[src/rtl/cxfb_pkg.sv]
`default_nettype none
// ----------------------------------------------------------------------------
// cxfb_pkg
// Shared constants, types and the CRC-16/X-25 byte update for the frame
// builder.
// ----------------------------------------------------------------------------
package cxfb_pkg;

   localparam logic [15:0] CRC_INIT     = 16'hFFFF;
   localparam logic [15:0] CRC_POLY     = 16'h8408;
   localparam logic [7:0]  HEADER_BYTE  = 8'h01;
   localparam logic [7:0]  TRAILER_BYTE = 8'h1E;

   // reflected crc update, one byte, lsb first
   function automatic logic [15:0] crc_feed(input logic [15:0] crc, input logic [7:0] data);
      logic [15:0] c;
      logic [7:0]  b;
      c = crc;
      b = data;
      for (int i = 0; i < 8; i++) begin
         if (c[0] ^ b[0]) begin
            c = (c >> 1) ^ CRC_POLY;
         end else begin
            c = c >> 1;
         end
         b = b >> 1;
      end
      return c;
   endfunction

   // crc state once the header byte has been folded in
   localparam logic [15:0] CRC_AFTER_HEADER = crc_feed(CRC_INIT, HEADER_BYTE);

   // one accepted request with everything the output side needs
   typedef struct packed {
      logic [7:0]  data_byte;
      logic        last_byte;
      logic        header;
      logic [15:0] fcs;
   } item_type;

endpackage
`default_nettype wire

[src/rtl/cxfb_req_if.sv]
`default_nettype none
// ----------------------------------------------------------------------------
// cxfb_req_if
// Request channel: payload byte and last-of-frame mark with valid/ready.
// ----------------------------------------------------------------------------
interface cxfb_req_if;
   logic       valid;
   logic       ready;
   logic [7:0] data_byte;
   logic       last_byte;

   modport source (output valid, output data_byte, output last_byte, input ready);
   modport sink   (input valid, input data_byte, input last_byte, output ready);
endinterface
`default_nettype wire

[src/rtl/cxfb_rsp_if.sv]
`default_nettype none
// ----------------------------------------------------------------------------
// cxfb_rsp_if
// Result channel: framed byte and end-of-frame mark with valid/ready.
// ----------------------------------------------------------------------------
interface cxfb_rsp_if;
   logic       valid;
   logic       ready;
   logic [7:0] out_byte;
   logic       end_of_frame;

   modport source (output valid, output out_byte, output end_of_frame, input ready);
   modport sink   (input valid, input out_byte, input end_of_frame, output ready);
endinterface
`default_nettype wire

[src/rtl/crc16_x25_frame_builder_unit.sv]
`default_nettype none
// ----------------------------------------------------------------------------
// crc16_x25_frame_builder_unit
// Frames a payload byte stream: header 0x01, payload, trailer 0x1e and the
// CRC-16/X-25 check (low byte first) over header and payload.
// ----------------------------------------------------------------------------
// usage
//   req_chan carries payload bytes with last_byte set on the final byte of a
//   frame; rsp_chan delivers the framed bytes, end_of_frame set on the high
//   check byte. both channels move a request when valid and ready are high.
//   a request yields 1 byte mid-frame, 2 when it opens a frame, 4 when it
//   closes one and 5 for a one-byte frame. the output side sends one byte per
//   cycle while rsp_chan is ready, so a request holds the item slot until its
//   last byte moves to the output register; mid-frame requests stream at one
//   per cycle while rsp_chan is ready.
//   the first byte of a request goes through the item slot, then the output
//   register, before it shows on rsp_chan. when rsp_chan stalls the output
//   register holds its byte, the slot holds its item, and req_chan.ready drops once the slot cannot drain.
//   reset (synchronous, active high) empties slot and output register and
//   puts the frame tracker in the waiting-for-first-byte state with the crc
//   at 0xffff.
// ----------------------------------------------------------------------------
module crc16_x25_frame_builder_unit (
   input  wire logic  clock,
   input  wire logic  reset,
   cxfb_req_if.sink   req_chan,
   cxfb_rsp_if.source rsp_chan
);

   cxfb_pkg::item_type item;
   logic               req_ready;
   logic               accept;

   assign req_chan.ready = req_ready;
   assign accept         = req_chan.valid & req_ready;

   cxfb_frame_tracker u_tracker (
      .clock     (clock),
      .reset     (reset),
      .accept    (accept),
      .data_byte (req_chan.data_byte),
      .last_byte (req_chan.last_byte),
      .item      (item)
   );

   cxfb_emitter u_emitter (
      .clock     (clock),
      .reset     (reset),
      .req_valid (req_chan.valid),
      .req_ready (req_ready),
      .item      (item),
      .rsp_chan  (rsp_chan)
   );

endmodule
`default_nettype wire

[src/rtl/cxfb_frame_tracker.sv]
`default_nettype none
// ----------------------------------------------------------------------------
// cxfb_frame_tracker
// Keeps the running frame CRC and the in-frame flag, and turns each accepted
// request into an item carrying the header flag and the final check value.
// ----------------------------------------------------------------------------
module cxfb_frame_tracker (
   input  wire logic              clock,
   input  wire logic              reset,
   input  wire logic              accept,
   input  wire logic [7:0]        data_byte,
   input  wire logic              last_byte,
   output cxfb_pkg::item_type     item
);

   logic [15:0] crc_ff;
   logic [15:0] crc_in;
   logic        inside_ff;
   logic        inside_in;
   logic [15:0] crc_base;
   logic [15:0] crc_new;

   // a new frame starts from the state after the header byte
   assign crc_base = inside_ff ? crc_ff : cxfb_pkg::CRC_AFTER_HEADER;
   assign crc_new  = cxfb_pkg::crc_feed(crc_base, data_byte);

   always_comb begin
      item.data_byte = data_byte;
      item.last_byte = last_byte;
      item.header    = ~inside_ff;
      item.fcs       = ~crc_new;
   end

   always_comb begin
      crc_in    = crc_ff;
      inside_in = inside_ff;
      if (accept) begin
         if (last_byte) begin
            crc_in    = cxfb_pkg::CRC_INIT;
            inside_in = 1'b0;
         end else begin
            crc_in    = crc_new;
            inside_in = 1'b1;
         end
      end
   end

   always_ff @(posedge clock) begin
      if (reset) begin
         crc_ff    <= cxfb_pkg::CRC_INIT;
         inside_ff <= 1'b0;
      end else begin
         crc_ff    <= crc_in;
         inside_ff <= inside_in;
      end
   end

`ifndef NO_ASSERTIONS
   a_close_restarts: assert property (@(posedge clock) disable iff (reset)
      accept && last_byte |=> !inside_ff && crc_ff == cxfb_pkg::CRC_INIT)
      else $error("frame close did not restart crc state");
`endif

endmodule
`default_nettype wire

[src/rtl/cxfb_emitter.sv]
`default_nettype none
// ----------------------------------------------------------------------------
// cxfb_emitter
// Holds one item and steps through its bytes (header, payload, trailer, two
// check bytes) into the output register, one byte per cycle while not stalled.
// ----------------------------------------------------------------------------
module cxfb_emitter (
   input  wire logic                clock,
   input  wire logic                reset,
   input  wire logic                req_valid,
   output logic                     req_ready,
   input  wire cxfb_pkg::item_type  item,
   cxfb_rsp_if.source               rsp_chan
);

   typedef enum logic [4:0] {
      PH_HEADER  = 5'b00001,
      PH_DATA    = 5'b00010,
      PH_TRAILER = 5'b00100,
      PH_FCS_LO  = 5'b01000,
      PH_FCS_HI  = 5'b10000
   } phase_type;

   cxfb_pkg::item_type slot_ff;
   cxfb_pkg::item_type slot_in;
   logic               slot_valid_ff;
   logic               slot_valid_in;
   phase_type          phase_ff;
   phase_type          phase_in;
   phase_type          phase_step;
   logic               out_valid_ff;
   logic               out_valid_in;
   logic [7:0]         out_byte_ff;
   logic [7:0]         out_byte_in;
   logic               out_eof_ff;
   logic               out_eof_in;

   logic               out_free;
   logic               advance;
   logic               last_step;
   logic               slot_done;
   logic               accept;
   logic [7:0]         sel_byte;
   logic               sel_eof;

   assign out_free  = ~out_valid_ff | rsp_chan.ready;
   assign advance   = slot_valid_ff & out_free;
   assign slot_done = advance & last_step;
   assign req_ready = ~slot_valid_ff | slot_done;
   assign accept    = req_valid & req_ready;

   always_comb begin
      sel_byte   = slot_ff.data_byte;
      sel_eof    = 1'b0;
      last_step  = 1'b0;
      phase_step = PH_DATA;
      unique case (phase_ff)
         PH_HEADER: begin
            sel_byte   = cxfb_pkg::HEADER_BYTE;
            phase_step = PH_DATA;
         end
         PH_DATA: begin
            sel_byte   = slot_ff.data_byte;
            last_step  = ~slot_ff.last_byte;
            phase_step = PH_TRAILER;
         end
         PH_TRAILER: begin
            sel_byte   = cxfb_pkg::TRAILER_BYTE;
            phase_step = PH_FCS_LO;
         end
         PH_FCS_LO: begin
            sel_byte   = slot_ff.fcs[7:0];
            phase_step = PH_FCS_HI;
         end
         PH_FCS_HI: begin
            sel_byte   = slot_ff.fcs[15:8];
            sel_eof    = 1'b1;
            last_step  = 1'b1;
            phase_step = PH_DATA;
         end
         default: begin
            sel_byte   = slot_ff.data_byte;
            last_step  = 1'b1;
            phase_step = PH_DATA;
         end
      endcase
   end

   always_comb begin
      slot_in       = slot_ff;
      slot_valid_in = slot_valid_ff;
      phase_in      = phase_ff;
      if (accept) begin
         slot_in       = item;
         slot_valid_in = 1'b1;
         phase_in      = item.header ? PH_HEADER : PH_DATA;
      end else if (slot_done) begin
         slot_valid_in = 1'b0;
      end else if (advance) begin
         phase_in = phase_step;
      end
   end

   always_comb begin
      out_valid_in = out_valid_ff;
      out_byte_in  = out_byte_ff;
      out_eof_in   = out_eof_ff;
      if (out_free) begin
         out_valid_in = slot_valid_ff;
         out_byte_in  = sel_byte;
         out_eof_in   = sel_eof;
      end
   end

   always_ff @(posedge clock) begin
      if (reset) begin
         slot_valid_ff <= 1'b0;
         phase_ff      <= PH_DATA;
         out_valid_ff  <= 1'b0;
      end else begin
         slot_valid_ff <= slot_valid_in;
         phase_ff      <= phase_in;
         out_valid_ff  <= out_valid_in;
      end
   end

   always_ff @(posedge clock) begin
      slot_ff     <= slot_in;
      out_byte_ff <= out_byte_in;
      out_eof_ff  <= out_eof_in;
   end

   assign rsp_chan.valid        = out_valid_ff;
   assign rsp_chan.out_byte     = out_byte_ff;
   assign rsp_chan.end_of_frame = out_eof_ff;

`ifndef NO_ASSERTIONS
   a_overwrite_only_when_done: assert property (@(posedge clock) disable iff (reset)
      accept && slot_valid_ff |-> slot_done)
      else $error("item slot overwritten before its last byte went out");

   a_no_trailer_mid_frame: assert property (@(posedge clock) disable iff (reset)
      slot_valid_ff && !slot_ff.last_byte |->
         !(phase_ff == PH_TRAILER || phase_ff == PH_FCS_LO || phase_ff == PH_FCS_HI))
      else $error("trailer phase reached on a byte that does not close the frame");

   a_header_only_on_open: assert property (@(posedge clock) disable iff (reset)
      slot_valid_ff && phase_ff == PH_HEADER |-> slot_ff.header)
      else $error("header emitted inside an open frame");

   a_eof_after_fcs_lo: assert property (@(posedge clock) disable iff (reset)
      out_free && slot_valid_ff && phase_ff == PH_FCS_HI |-> $past(phase_ff) == PH_FCS_LO
         || $past(phase_ff) == PH_FCS_HI)
      else $error("high check byte not preceded by low check byte");
`endif

endmodule
`default_nettype wire
[src/flat_wrapper.sv]
// flat-port wrapper written by rule: the top's interface ports become plain ports
module crc16_x25_frame_builder_unit_flat 
  (clock, reset, req_chan_valid, req_chan_data_byte, req_chan_last_byte, req_chan_ready, rsp_chan_valid, rsp_chan_out_byte, rsp_chan_end_of_frame, rsp_chan_ready);
  cxfb_req_if req_chan_i ();
  cxfb_rsp_if rsp_chan_i ();
  input  wire logic clock;
  input  wire logic reset;
  input wire logic [$bits(req_chan_i.valid)-1:0] req_chan_valid;
  input wire logic [$bits(req_chan_i.data_byte)-1:0] req_chan_data_byte;
  input wire logic [$bits(req_chan_i.last_byte)-1:0] req_chan_last_byte;
  output wire logic [$bits(req_chan_i.ready)-1:0] req_chan_ready;
  output wire logic [$bits(rsp_chan_i.valid)-1:0] rsp_chan_valid;
  output wire logic [$bits(rsp_chan_i.out_byte)-1:0] rsp_chan_out_byte;
  output wire logic [$bits(rsp_chan_i.end_of_frame)-1:0] rsp_chan_end_of_frame;
  input wire logic [$bits(rsp_chan_i.ready)-1:0] rsp_chan_ready;
  assign req_chan_i.valid = req_chan_valid;
  assign req_chan_i.data_byte = req_chan_data_byte;
  assign req_chan_i.last_byte = req_chan_last_byte;
  assign req_chan_ready = req_chan_i.ready;
  assign rsp_chan_valid = rsp_chan_i.valid;
  assign rsp_chan_out_byte = rsp_chan_i.out_byte;
  assign rsp_chan_end_of_frame = rsp_chan_i.end_of_frame;
  assign rsp_chan_i.ready = rsp_chan_ready;
  crc16_x25_frame_builder_unit u_core (.clock(clock), .reset(reset), .req_chan(req_chan_i), .rsp_chan(rsp_chan_i));
endmodule
[config.mk]
export PLATFORM = sky130hd
export DESIGN_NAME = crc16_x25_frame_builder_unit_flat
export DESIGN_NICKNAME = d
export VERILOG_FILES = /design/src/rtl/cxfb_pkg.sv /design/src/rtl/cxfb_req_if.sv /design/src/rtl/cxfb_rsp_if.sv /design/src/rtl/crc16_x25_frame_builder_unit.sv /design/src/rtl/cxfb_frame_tracker.sv /design/src/rtl/cxfb_emitter.sv /design/src/flat_wrapper.sv
export SDC_FILE = /design/constraint.sdc
export NUM_CORES = 1
export LEC_CHECK = 0
export BUFFER_PORTS_ARGS = -buffer_cell sky130_fd_sc_hd__buf_4
export CELL_PAD_IN_SITES_DETAIL_PLACEMENT = 0
export CELL_PAD_IN_SITES_GLOBAL_PLACEMENT = 1
export CORE_MARGIN = 2
export CORE_UTILIZATION = 25
export DETAILED_ROUTE_END_ITERATION = 7
export PLACE_DENSITY_LB_ADDON = 0.1
export SLEW_MARGIN = 15
export SYNTH_ARGS = -nofsm -noshare
export SYNTH_HDL_FRONTEND = slang
export SYNTH_HIERARCHICAL = 1
export SYNTH_SLANG_ARGS = --single-unit
[constraint.sdc]
create_clock -name clock -period 2.52 [get_ports clock]
set_input_delay 0.126 -clock clock [delete_from_list [all_inputs] [get_ports clock]]
set_output_delay 0.126 -clock clock [all_outputs]
set_load 0.01 [all_outputs]
==> PnR_summary.wiki, run 1 <==
{| class="wikitable"
! Metric !! Value
|-
| Status || finished clean
|-
| First-pass DRT Iterations || 4
|-
| Yosys top cell area share || between 30% and 40%
|-
| Dominant cells by area after synthesis || sky130_fd_sc_hd__edfxtp_1 35%, sky130_fd_sc_hd__dfxtp_1 17%, sky130_fd_sc_hd__xnor3_1 4.7%, sky130_fd_sc_hd__xnor2_1 3.9%, sky130_fd_sc_hd__nor2_1 3.6%
|-
| Flip-flop cell with the highest count after synthesis || sky130_fd_sc_hd__edfxtp_1
|-
| Clock latency of the later-clocked register in the worst-skew pair || 320 ps
|-
| DRT Wirelength || around 7 mm
|-
| Static Leakage || between 1 and 1.5 nW
|-
| Number of levels in the clock H-tree || 3
|-
| Overall die area || roughly 12,000 um2
|-
| Power density cells || roughly 820 nW/um2
|-
| Initial antenna violation count || 0
|-
| Routability cong. || roughly 0.7
|-
| WHS Endpoint || u_core/u_emitter/slot_ff[22]
|-
| Worst VDD drop || 360.8 uV
|-
| Clk Tree Root Cell || sky130_fd_sc_hd__clkbuf_16
|-
| Minimum clock period || between 2000 and 2500 ps
|-
| CP startpoint kind || flip-flop
|-
| Number of filler cells placed in the layout || 1,183
|-
| Number of storage elements in the synthesis netlist || a little under 60
|-
| Signal arrival time at the worst endpoint || approximately 2500 ps
|-
| Ratio of final minimum period to clock period || approximately nine tenths
|-
| Largest net degree at the start of global routing || 27
|-
| Global-route wire length before repair || between 10 and 15 mm
|-
| Cell type with the highest aggregate area in the netlist || sky130_fd_sc_hd__edfxtp_1
|-
| Number of endpoints with negative hold slack in the final report || 0
|-
| Total via count in the routed design || roughly 2,000
|-
| Distinct cells, synth || 53
|-
| Max-slew violation count || 0
|-
| CTS clock-pin slew for the worst setup and hold paths || approximately 60 ps
|-
| Num rows || 39
|-
| # diodes || 0
|-
| Count of pins on the block boundary || 24
|-
| DRC violation total after the first TritonRoute iteration || 77
|-
| Fraction of registers with async set/reset || 0%
|-
| Cell count after synthesis || about 270
|-
| Startpoint of the most critical hold path || req_chan_data_byte[4]
|-
| Hold WS || 16.72 ps
|-
| Slack of the worst reg-to-reg path || 260 ps
|-
| Area Growth Syn to Fin || 24.35%
|-
| Worst setup path category || reg -> reg
|-
| Final routed DRC violation total || 0
|-
| Cell depth of the worst min-delay path || 1
|-
| Vias per std cell || ~4.5
|-
| Mean cell area of the mapped netlist || approximately 11 um2
|-
| Synth cell count leaders || 34 x sky130_fd_sc_hd__edfxtp_1, 28 x sky130_fd_sc_hd__nor2_1, 24 x sky130_fd_sc_hd__dfxtp_1, 16 x sky130_fd_sc_hd__a21oi_1
|-
| Layout cell share with drive strength beyond 1 || approximately a fifth
|-
| Number of sinks handled by clock tree synthesis || 58
|-
| Sequential share of the synthesized area || roughly half
|-
| Maximum fanout along the worst path || 9
|-
| HPWL after detailed placement || 5.163 mm
|-
| Capturing point of the worst reg2reg path || u_core/u_tracker/crc_ff[3]
|-
| Fmax || roughly 440 MHz
|-
| Final setup violation count || 0
|-
| Class of the tightest hold or removal check || in -> reg
|-
| Post-placement worst setup slack || between 150 and 200 ps
|-
| Wirelength per Cell || between 15 and 20 um
|-
| Number of antenna-violating nets in the routed design || 0
|-
| Sum of overflow across all layers after global routing || 0
|-
| Transition at the pin with the smallest max-transition slack || about 480 ps
|-
| Max-capacitance violation count || 0
|-
| Post-layout net count || approximately 310
|-
| Final core area utilization || 31.75%
|-
| Die boundary height || ~110 um
|-
| Die width || roughly 110 um
|-
| Clock tree from TritonCTS || built
|-
| Beginning of the worst register-to-register path || u_core/u_emitter/phase_ff[0]
|-
| Number of synthesis warnings || 6
|-
| Required @ worst endpoint || 2720 ps
|-
| Synthesized net count || about 280
|-
| Unrepaired setup endpoints after global routing || false
|-
| Count of flip-flops with a built-in enable after synthesis || 34
|-
| Via count of the first global-routing pass || roughly 2,000
|-
| Number of buffers created by CTS || 9
|-
| Buffers on Ports || 23
|-
| Worst relative slew slack || between 60 and 70%
|-
| Layout Skew || approximately 6.6 ps
|-
| Most instantiated library cell after synthesis || sky130_fd_sc_hd__edfxtp_1
|-
| Crit end category || flip-flop
|-
| Initial Utilization || around a quarter
|-
| Cell area after synthesis || just under 3000 um2
|-
| Final WS setup || ~260 ps
|-
| Worst-case clock buffer depth || 2
|-
| GRT Resource Usage Total || about an eighth
|-
| Register-to-Register Path Depth || 10
|-
| Placeable core region || 11,370 um2
|-
| Setup TNS || 0 ps
|}
## registers in the layout, summed over array words and instances (netlist names)
name / cells
u_core/u_emitter/slot_valid_ff: 1
u_core/u_emitter/rsp_chan.out_byte: 8
u_core/u_tracker/inside_ff: 1
u_core/u_emitter/phase_ff: 5
u_core/u_emitter/rsp_chan.valid: 1
u_core/u_emitter/slot_ff: 25
u_core/u_emitter/rsp_chan.end_of_frame: 1
u_core/u_tracker/crc_ff: 16
## worst max path at each step
| stage | cells after the start | startpoint | slack [ps] | end |
|---|---|---|---|---|
| after floorplan | 9 | u_core/u_emitter/phase_ff[1] | 90 | u_core/u_tracker/crc_ff[11] |
| after global placement | 10 | u_core/u_emitter/phase_ff[0] | 230 | u_core/u_tracker/crc_ff[3] |
| after detailed placement | 10 | u_core/u_emitter/phase_ff[0] | 170 | u_core/u_tracker/crc_ff[3] |
| after CTS | 10 | u_core/u_emitter/phase_ff[0] | 130 | u_core/u_tracker/crc_ff[3] |
| after global routing | 10 | u_core/u_emitter/phase_ff[0] | 110 | u_core/u_tracker/crc_ff[3] |
| final | 10 | u_core/u_emitter/phase_ff[0] | 260 | u_core/u_tracker/crc_ff[3] |
## cell type report
| cell class | instances | area, um2 | area share [%] |
|---|---|---|---|
| multi-input combinational | 179 | 1261 | 34.94 |
| clock buffer | 9 | 225.2 | 6.239 |
| clock inverter | 7 | 102.6 | 2.842 |
| tap | 143 | 178.9 | 4.957 |
| sequential | 58 | 1501 | 41.59 |
| inverter | 8 | 30.03 | 0.8319 |
| timing repair buffer | 40 | 310.3 | 8.596 |
## cell families (layout without fill, tap and decap cells)
kind of cell	Yosys count	count (layout)	share of synthesized area, %
AO/OA/AOI/OAI	69	69	15.86
XOR/XNOR	28	28	11.81
buffers and inverters	29	64	5.043
flip-flops	58	58	51.72
multiplexers	4	4	1.422
AND/OR/NAND/NOR	78	78	14.14
## through the flow
stage	cell area, um2	power [mW]	std cells
floorplan	2907	1.479	266
global placement	3239	1.645	424
detailed placement	3239	1.642	424
CTS	3607	3.003	444
global route	3610	3.091	444
finish	3610	2.956	444
## layout by cell type, fill, tap and decap left out, types with 4 or more instances in the layout
| cell type | n |
|---|---|
| sky130_fd_sc_hd__a21oi_1 | 16 |
| sky130_fd_sc_hd__xnor3_1 | 6 |
| sky130_fd_sc_hd__nor2b_1 | 8 |
| sky130_fd_sc_hd__xor2_1 | 8 |
| sky130_fd_sc_hd__inv_1 | 7 |
| sky130_fd_sc_hd__buf_4 | 36 |
| sky130_fd_sc_hd__edfxtp_1 | 34 |
| sky130_fd_sc_hd__o32ai_1 | 4 |
| sky130_fd_sc_hd__a31oi_1 | 4 |
| sky130_fd_sc_hd__nand2_1 | 9 |
| sky130_fd_sc_hd__and3_1 | 4 |
| sky130_fd_sc_hd__nand2b_1 | 6 |
| sky130_fd_sc_hd__dfxtp_1 | 24 |
| sky130_fd_sc_hd__xnor2_1 | 13 |
| sky130_fd_sc_hd__o21ai_0 | 13 |
| sky130_fd_sc_hd__nor2_1 | 28 |
| sky130_fd_sc_hd__a22o_1 | 4 |
| sky130_fd_sc_hd__clkbuf_16 | 9 |
| sky130_fd_sc_hd__a22oi_1 | 7 |
| sky130_fd_sc_hd__dlygate4sd3_1 | 4 |
## critical path, cell delays in order (launching register included)
cell and delay (ps):
sky130_fd_sc_hd__dfxtp_1 330, sky130_fd_sc_hd__buf_4 170, sky130_fd_sc_hd__nor2b_1 150, sky130_fd_sc_hd__o311ai_1 300
sky130_fd_sc_hd__a21oi_1 160, sky130_fd_sc_hd__o21ai_0 230, sky130_fd_sc_hd__and2_1 250, sky130_fd_sc_hd__nand2_2 190
sky130_fd_sc_hd__nor2_1 130, sky130_fd_sc_hd__buf_4 160, sky130_fd_sc_hd__a31oi_1 80
## metal layers
metal | up-vias | global-route usage (%) | wire length, um
li1 | 1026 | - | -
met1 | 966 | 16.22 | 3505
met2 | 17 | 18.22 | 3305
met3 | 4 | 3.484 | 175
met4 | 0 | 4.198 | 68
met5 | - | 0 | 0
## repair_timing
item / in CTS / in global routing
gates resized for setup: 0 / 1
endpoints found under the setup margin: 0 / 5
buffers inserted: 0 / 0
hold endpoints to repair: 5 / 0
hold buffers: 4 / 0
## where the power goes
group	leakage (nW)	switching (mW)	internal, mW
combinational	0.756	0.223	0.203
sequential	0.542	0.0542	1.14
clock	0.156	0.463	0.873
total	1.45	0.740	2.22
Power figures use the tool's default switching activity.
==> run 2, diff against run 1 <==
Settings changed: SYNTH_HIERARCHICAL 1 to default.
==> run 2 against run 1 <==
Sequential power about the same. Count of clock-buffer cells in the layout is 2 higher. Clock power decreased by 29%. Clock skew up 3.4 ps. Fmax up 5.2%. Global-route usage fell by 0.95 points. Utilization fell by 0.55 points. Final cell count fell by 13%. Non-clock buffer count fell by 7. Critical path depth is 5 lower. Critical endpoint is now u_core.u_tracker.crc_ff[0]. Largest cell class unchanged.
==> PnR_summary.wiki, run 2 <==
{| class="wikitable"
! Metric !! Value
|-
| CP startpoint kind || flip-flop (unchanged)
|-
| Post-Synth Adder-Cell Area || 0% (unchanged)
|-
| Flip-flop cell with the highest count after synthesis || sky130_fd_sc_hd__edfxtp_1 (unchanged)
|-
| WHS Endpoint || u_core.u_emitter.phase_ff[0] (was u_core/u_emitter/slot_ff[22])
|-
| Register containing the most flip-flops in the final layout || u_core.u_emitter.slot_ff (was u_core/u_emitter/slot_ff)
|-
| Synthesized net count || 227 (was 279)
|-
| Total via count in the routed design || 1,653 (was 2,013)
|-
| Worst setup path category || reg -> reg (unchanged)
|-
| DRC violation total after the first TritonRoute iteration || 70 (was 77)
|-
| Required @ worst endpoint || 2720 ps (about the same)
|-
| Die boundary height || 106.9 um (was 111.8 um)
|-
| Number of buffers created by CTS || 9 (unchanged)
|-
| Transition at the pin with the smallest max-transition slack || 542.9 ps (was 478.7 ps)
|-
| Class of the tightest hold or removal check || in -> reg (unchanged)
|-
| Internal power component || 1.906 mW (was 2.217 mW)
|-
| Number of storage elements in the synthesis netlist || 58 (unchanged)
|-
| Post-layout net count || 260 (was 309)
|-
| Vias per std cell || 4.260 (was 4.534)
|-
| Proportion of power drawn by the clock network || 37.5% (was 45.2%)
|-
| Count of pins on the block boundary || 24 (unchanged)
|-
| Global-route wire length before repair || 9.287 mm (was 11.19 mm)
|-
| Combinational Power Share || 15.2% (was 14.4%)
|-
| Number of levels in the clock H-tree || 3 (unchanged)
|-
| Final setup violation count || 0 (unchanged)
|-
| Multiplexer share of the synthesized area || 0% (was 1.422%)
|-
| Status || finished clean (unchanged)
|-
| Number of antenna-violating nets in the routed design || 0 (unchanged)
|-
| Minimum clock period || 2148 ps (was 2260 ps)
|-
| Count of flip-flops with a built-in enable after synthesis || 34 (unchanged)
|-
| Synth cell count leaders || 34 x sky130_fd_sc_hd__edfxtp_1, 24 x sky130_fd_sc_hd__dfxtp_1, 19 x sky130_fd_sc_hd__xnor2_1, 16 x sky130_fd_sc_hd__nor2_1, 15 x sky130_fd_sc_hd__nand2_1 (was 34 x sky130_fd_sc_hd__edfxtp_1, 28 x sky130_fd_sc_hd__nor2_1, 24 x sky130_fd_sc_hd__dfxtp_1, 16 x sky130_fd_sc_hd__a21oi_1)
|-
| Crit end category || flip-flop (unchanged)
|-
| Maximum fanout along the worst path || 20 (was 9)
|-
| Mean cell area of the mapped netlist || 12.37 um2 (was 10.91 um2)
|-
| Switch share || 25.05% (was 25.02%)
|-
| Commonest cells after routing, fill and taps aside || 34 x sky130_fd_sc_hd__edfxtp_1, 27 x sky130_fd_sc_hd__buf_4, 24 x sky130_fd_sc_hd__dfxtp_1 (was 36 x sky130_fd_sc_hd__buf_4, 34 x sky130_fd_sc_hd__edfxtp_1, 28 x sky130_fd_sc_hd__nor2_1)
|-
| Most common cell after layout, fill and taps aside || sky130_fd_sc_hd__edfxtp_1 (was sky130_fd_sc_hd__buf_4)
|-
| Unrepaired setup endpoints after global routing || false (unchanged)
|-
| Number of flip-flops in the largest register || 25 (unchanged)
|-
| Overall die area || 11,420 um2 (was 12,490 um2)
|-
| Signal arrival time at the worst endpoint || 2350 ps (was 2460 ps)
|-
| # diodes || 0 (unchanged)
|-
| Cell depth of the worst min-delay path || 2 (was 1)
|-
| Worst-case clock buffer depth || 2 (unchanged)
|-
| Seq pwr share || 47.3% (was 40.4%)
|-
| Number of endpoints with negative hold slack in the final report || 0 (unchanged)
|-
| Number of filler cells placed in the layout || 1,046 (was 1,183)
|-
| Most instantiated library cell after synthesis || sky130_fd_sc_hd__edfxtp_1 (unchanged)
|-
| Layout cell share with drive strength beyond 1 || 24.21% (was 20.27%)
|-
| Power density cells || 789.4 nW/um2 (was 819.0 nW/um2)
|-
| Buffers on Ports || 23 (unchanged)
|-
| Post-CTS setup repair buffer count || 0 (unchanged)
|-
| CTS clock-pin slew for the worst setup and hold paths || 70 ps (was 60 ps)
|-
| Fraction of registers with async set/reset || 0% (unchanged)
|-
| Worst relative slew slack || 63.61% (was 67.97%)
|-
| HPWL after detailed placement || 3.962 mm (was 5.163 mm)
|-
| Sum of overflow across all layers after global routing || 0 (unchanged)
|-
| Die width || 106.9 um (was 111.8 um)
|-
| Largest family of logic cells by synthesized area || compound AO/OA/AOI/OAI gates (unchanged)
|-
| Max-capacitance violation count || 0 (unchanged)
|-
| Cell count after synthesis || 214 (was 266)
|-
| Capturing point of the worst reg2reg path || u_core.u_tracker.crc_ff[0] (was u_core/u_tracker/crc_ff[3])
|-
| Ratio of final minimum period to clock period || 85.26% (was 89.68%)
|-
| Fmax || 465.5 MHz (was 442.5 MHz)
|-
| Clock latency of the later-clocked register in the worst-skew pair || 330 ps (was 320 ps)
|-
| Cell type with the highest aggregate area in the netlist || sky130_fd_sc_hd__edfxtp_1 (unchanged)
|-
| Register-to-Register Path Depth || 5 (was 10)
|-
| Total area of multi-input combinational cells || 1026 um2 (was 1261 um2)
|-
| Distinct cells, synth || 48 (was 53)
|-
| Reported net switching power || 0.6368 mW (was 0.7396 mW)
|-
| Share of synthesized cell area in and, or, nand and nor gates || 10.50% (was 14.14%)
|-
| Initial Utilization || 25.63% (was 25.53%)
|-
| Cell area after synthesis || 2646 um2 (was 2903 um2)
|-
| Number of synthesis warnings || 0 (was 6)
|-
| Final routed DRC violation total || 0 (unchanged)
|-
| Largest net degree at the start of global routing || 26 (was 27)
|-
| Beginning of the worst register-to-register path || u_core.u_emitter.phase_ff[2] (was u_core/u_emitter/phase_ff[0])
|-
| First-pass DRT Iterations || 4 (unchanged)
|-
| Sequential share of the synthesized area || 56.74% (was 51.72%)
|-
| Max-slew violation count || 0 (unchanged)
|-
| Num rows || 37 (was 39)
|-
| Via count of the first global-routing pass || 1,685 (was 1,952)
|-
| DRT Wirelength || 5.766 mm (was 7.055 mm)
|-
| Startpoint of the most critical hold path || reset (was req_chan_data_byte[4])
|-
| Dominant cells by area after synthesis || sky130_fd_sc_hd__edfxtp_1 39%, sky130_fd_sc_hd__dfxtp_1 18%, sky130_fd_sc_hd__xnor2_1 6.3%, sky130_fd_sc_hd__a2bb2oi_1 4.0%, sky130_fd_sc_hd__xor2_1 3.3% (was sky130_fd_sc_hd__edfxtp_1 35%, sky130_fd_sc_hd__dfxtp_1 17%, sky130_fd_sc_hd__xnor3_1 4.7%, sky130_fd_sc_hd__xnor2_1 3.9%, sky130_fd_sc_hd__nor2_1 3.6%)
|-
| Area Growth Syn to Fin || 21.70% (was 24.35%)
|-
| Area of all sequential standard cells || 1501 um2 (unchanged)
|-
| Count of instances resized after the clock tree is built || 0 (unchanged)
|-
| Layout Skew || 10.07 ps (was 6.635 ps)
|-
| Yosys top cell area share || 38.58% (was 35.17%)
|-
| Initial antenna violation count || 0 (unchanged)
|-
| Hold WS || 14.14 ps (was 16.72 ps)
|-
| Slack of the worst reg-to-reg path || 370 ps (was 260 ps)
|-
| Placeable core region || 10,320 um2 (was 11,370 um2)
|-
| Number of buffers inserted for hold repair after clock tree synthesis || 6 (was 4)
|-
| Worst VDD drop || 240.7 uV (was 360.8 uV)
|-
| Number of sinks handled by clock tree synthesis || 58 (unchanged)
|-
| Setup TNS || 0 ps (unchanged)
|-
| Clk Tree Root Cell || sky130_fd_sc_hd__clkbuf_8 (was sky130_fd_sc_hd__clkbuf_16)
|-
| Wirelength per Cell || 14.86 um (was 15.89 um)
|-
| Routability cong. || 0.7247 (was 0.7145)
|-
| Post-Synth XOR/XNOR Area || 11.44% (was 11.81%)
|-
| GRT Resource Usage Total || 11.01% (was 11.95%)
|-
| Static Leakage || 1.133 nW (was 1.454 nW)
|-
| Clock tree from TritonCTS || built (unchanged)
|-
| Post-synthesis compound-gate area fraction || 16.83% (was 15.86%)
|}
run 2: changes by cell type after synthesis, moves of 7 or more:
cell	before	now
sky130_fd_sc_hd__o21ai_0	13	4
sky130_fd_sc_hd__nor2b_1	8	1
sky130_fd_sc_hd__clkbuf_1	8	0
sky130_fd_sc_hd__nor2_1	28	16
sky130_fd_sc_hd__a2bb2oi_1	0	12
sky130_fd_sc_hd__a22oi_1	7	0
run 2: how the worst max path moves through the flow:
stage	from	to	slack, ps	cells past startpoint
3_3_place_gp	u_core.u_emitter.phase_ff[2]	u_core.u_tracker.crc_ff[12]	410	5
2_1_floorplan	u_core.u_emitter.phase_ff[3]	u_core.u_emitter.slot_ff[0]	670	4
3_5_place_dp	u_core.u_emitter.phase_ff[2]	u_core.u_tracker.crc_ff[0]	380	5
5_1_grt	u_core.u_emitter.phase_ff[2]	u_core.u_tracker.crc_ff[5]	200	5
6_report	u_core.u_emitter.phase_ff[2]	u_core.u_tracker.crc_ff[0]	370	5
4_1_cts	u_core.u_emitter.phase_ff[2]	u_core.u_tracker.crc_ff[0]	350	5
run 2: layer usage:
metal / wire [um] / global-route usage (%) / up-vias
met4: 78 / 5.566 / 0
met1: 3043 / 15.73 / 766
met2: 2429 / 15.01 / 36
met3: 214 / 3.100 / 7
li1: - / - / 844
met5: 0 / 0 / -
run 2: layout make-up:
cell class,count,share of cell area (%)
clock inverters,5,2.409
flip-flops and latches,58,46.62
clock buffers,11,4.390
well taps,136,5.284
multi-input cells,134,31.86
repair buffers,33,8.159
inverters,11,1.282
run 2: cells by family (layout without fill, tap and decap cells):
logic type                after synthesis  count (layout)
DFF                                    58              58
and+or+nand+nor                        51              51
xor gates and xnor gates               32              32
AOI/OAI and AO/OA                      51              51
buffers and inverters                  22              60
run 2: metrics by stage:
stage	area (um2)	setup WS [ps]	cells	power (mW)	utilization, %
global route	3221	202.4	388	2.670	31.20
detailed placement	2942	376.8	366	1.610	28.49
floorplan	2646	670.5	214	1.478	-
CTS	3221	350.6	388	2.582	31.20
finish	3221	371.6	388	2.542	31.20
global placement	2942	406.9	366	1.617	28.49
run 2: power by group through the flow:
stage / clock (mW) / sequential, mW / combinational [mW]
floorplan: 0 / 1.21 / 0.267
global placement: 0 / 1.22 / 0.394
detailed placement: 0 / 1.22 / 0.385
CTS: 0.985 / 1.20 / 0.394
global route: 1.03 / 1.22 / 0.426
finish: 0.954 / 1.20 / 0.386
run 2: critical path: stages (launching register included):
cell                        delay (ps)
sky130_fd_sc_hd__dfxtp_1           640
sky130_fd_sc_hd__xor2_1            250
sky130_fd_sc_hd__o211ai_2          170
sky130_fd_sc_hd__a32oi_4           340
sky130_fd_sc_hd__nand2b_2          380
sky130_fd_sc_hd__a2bb2oi_1         240
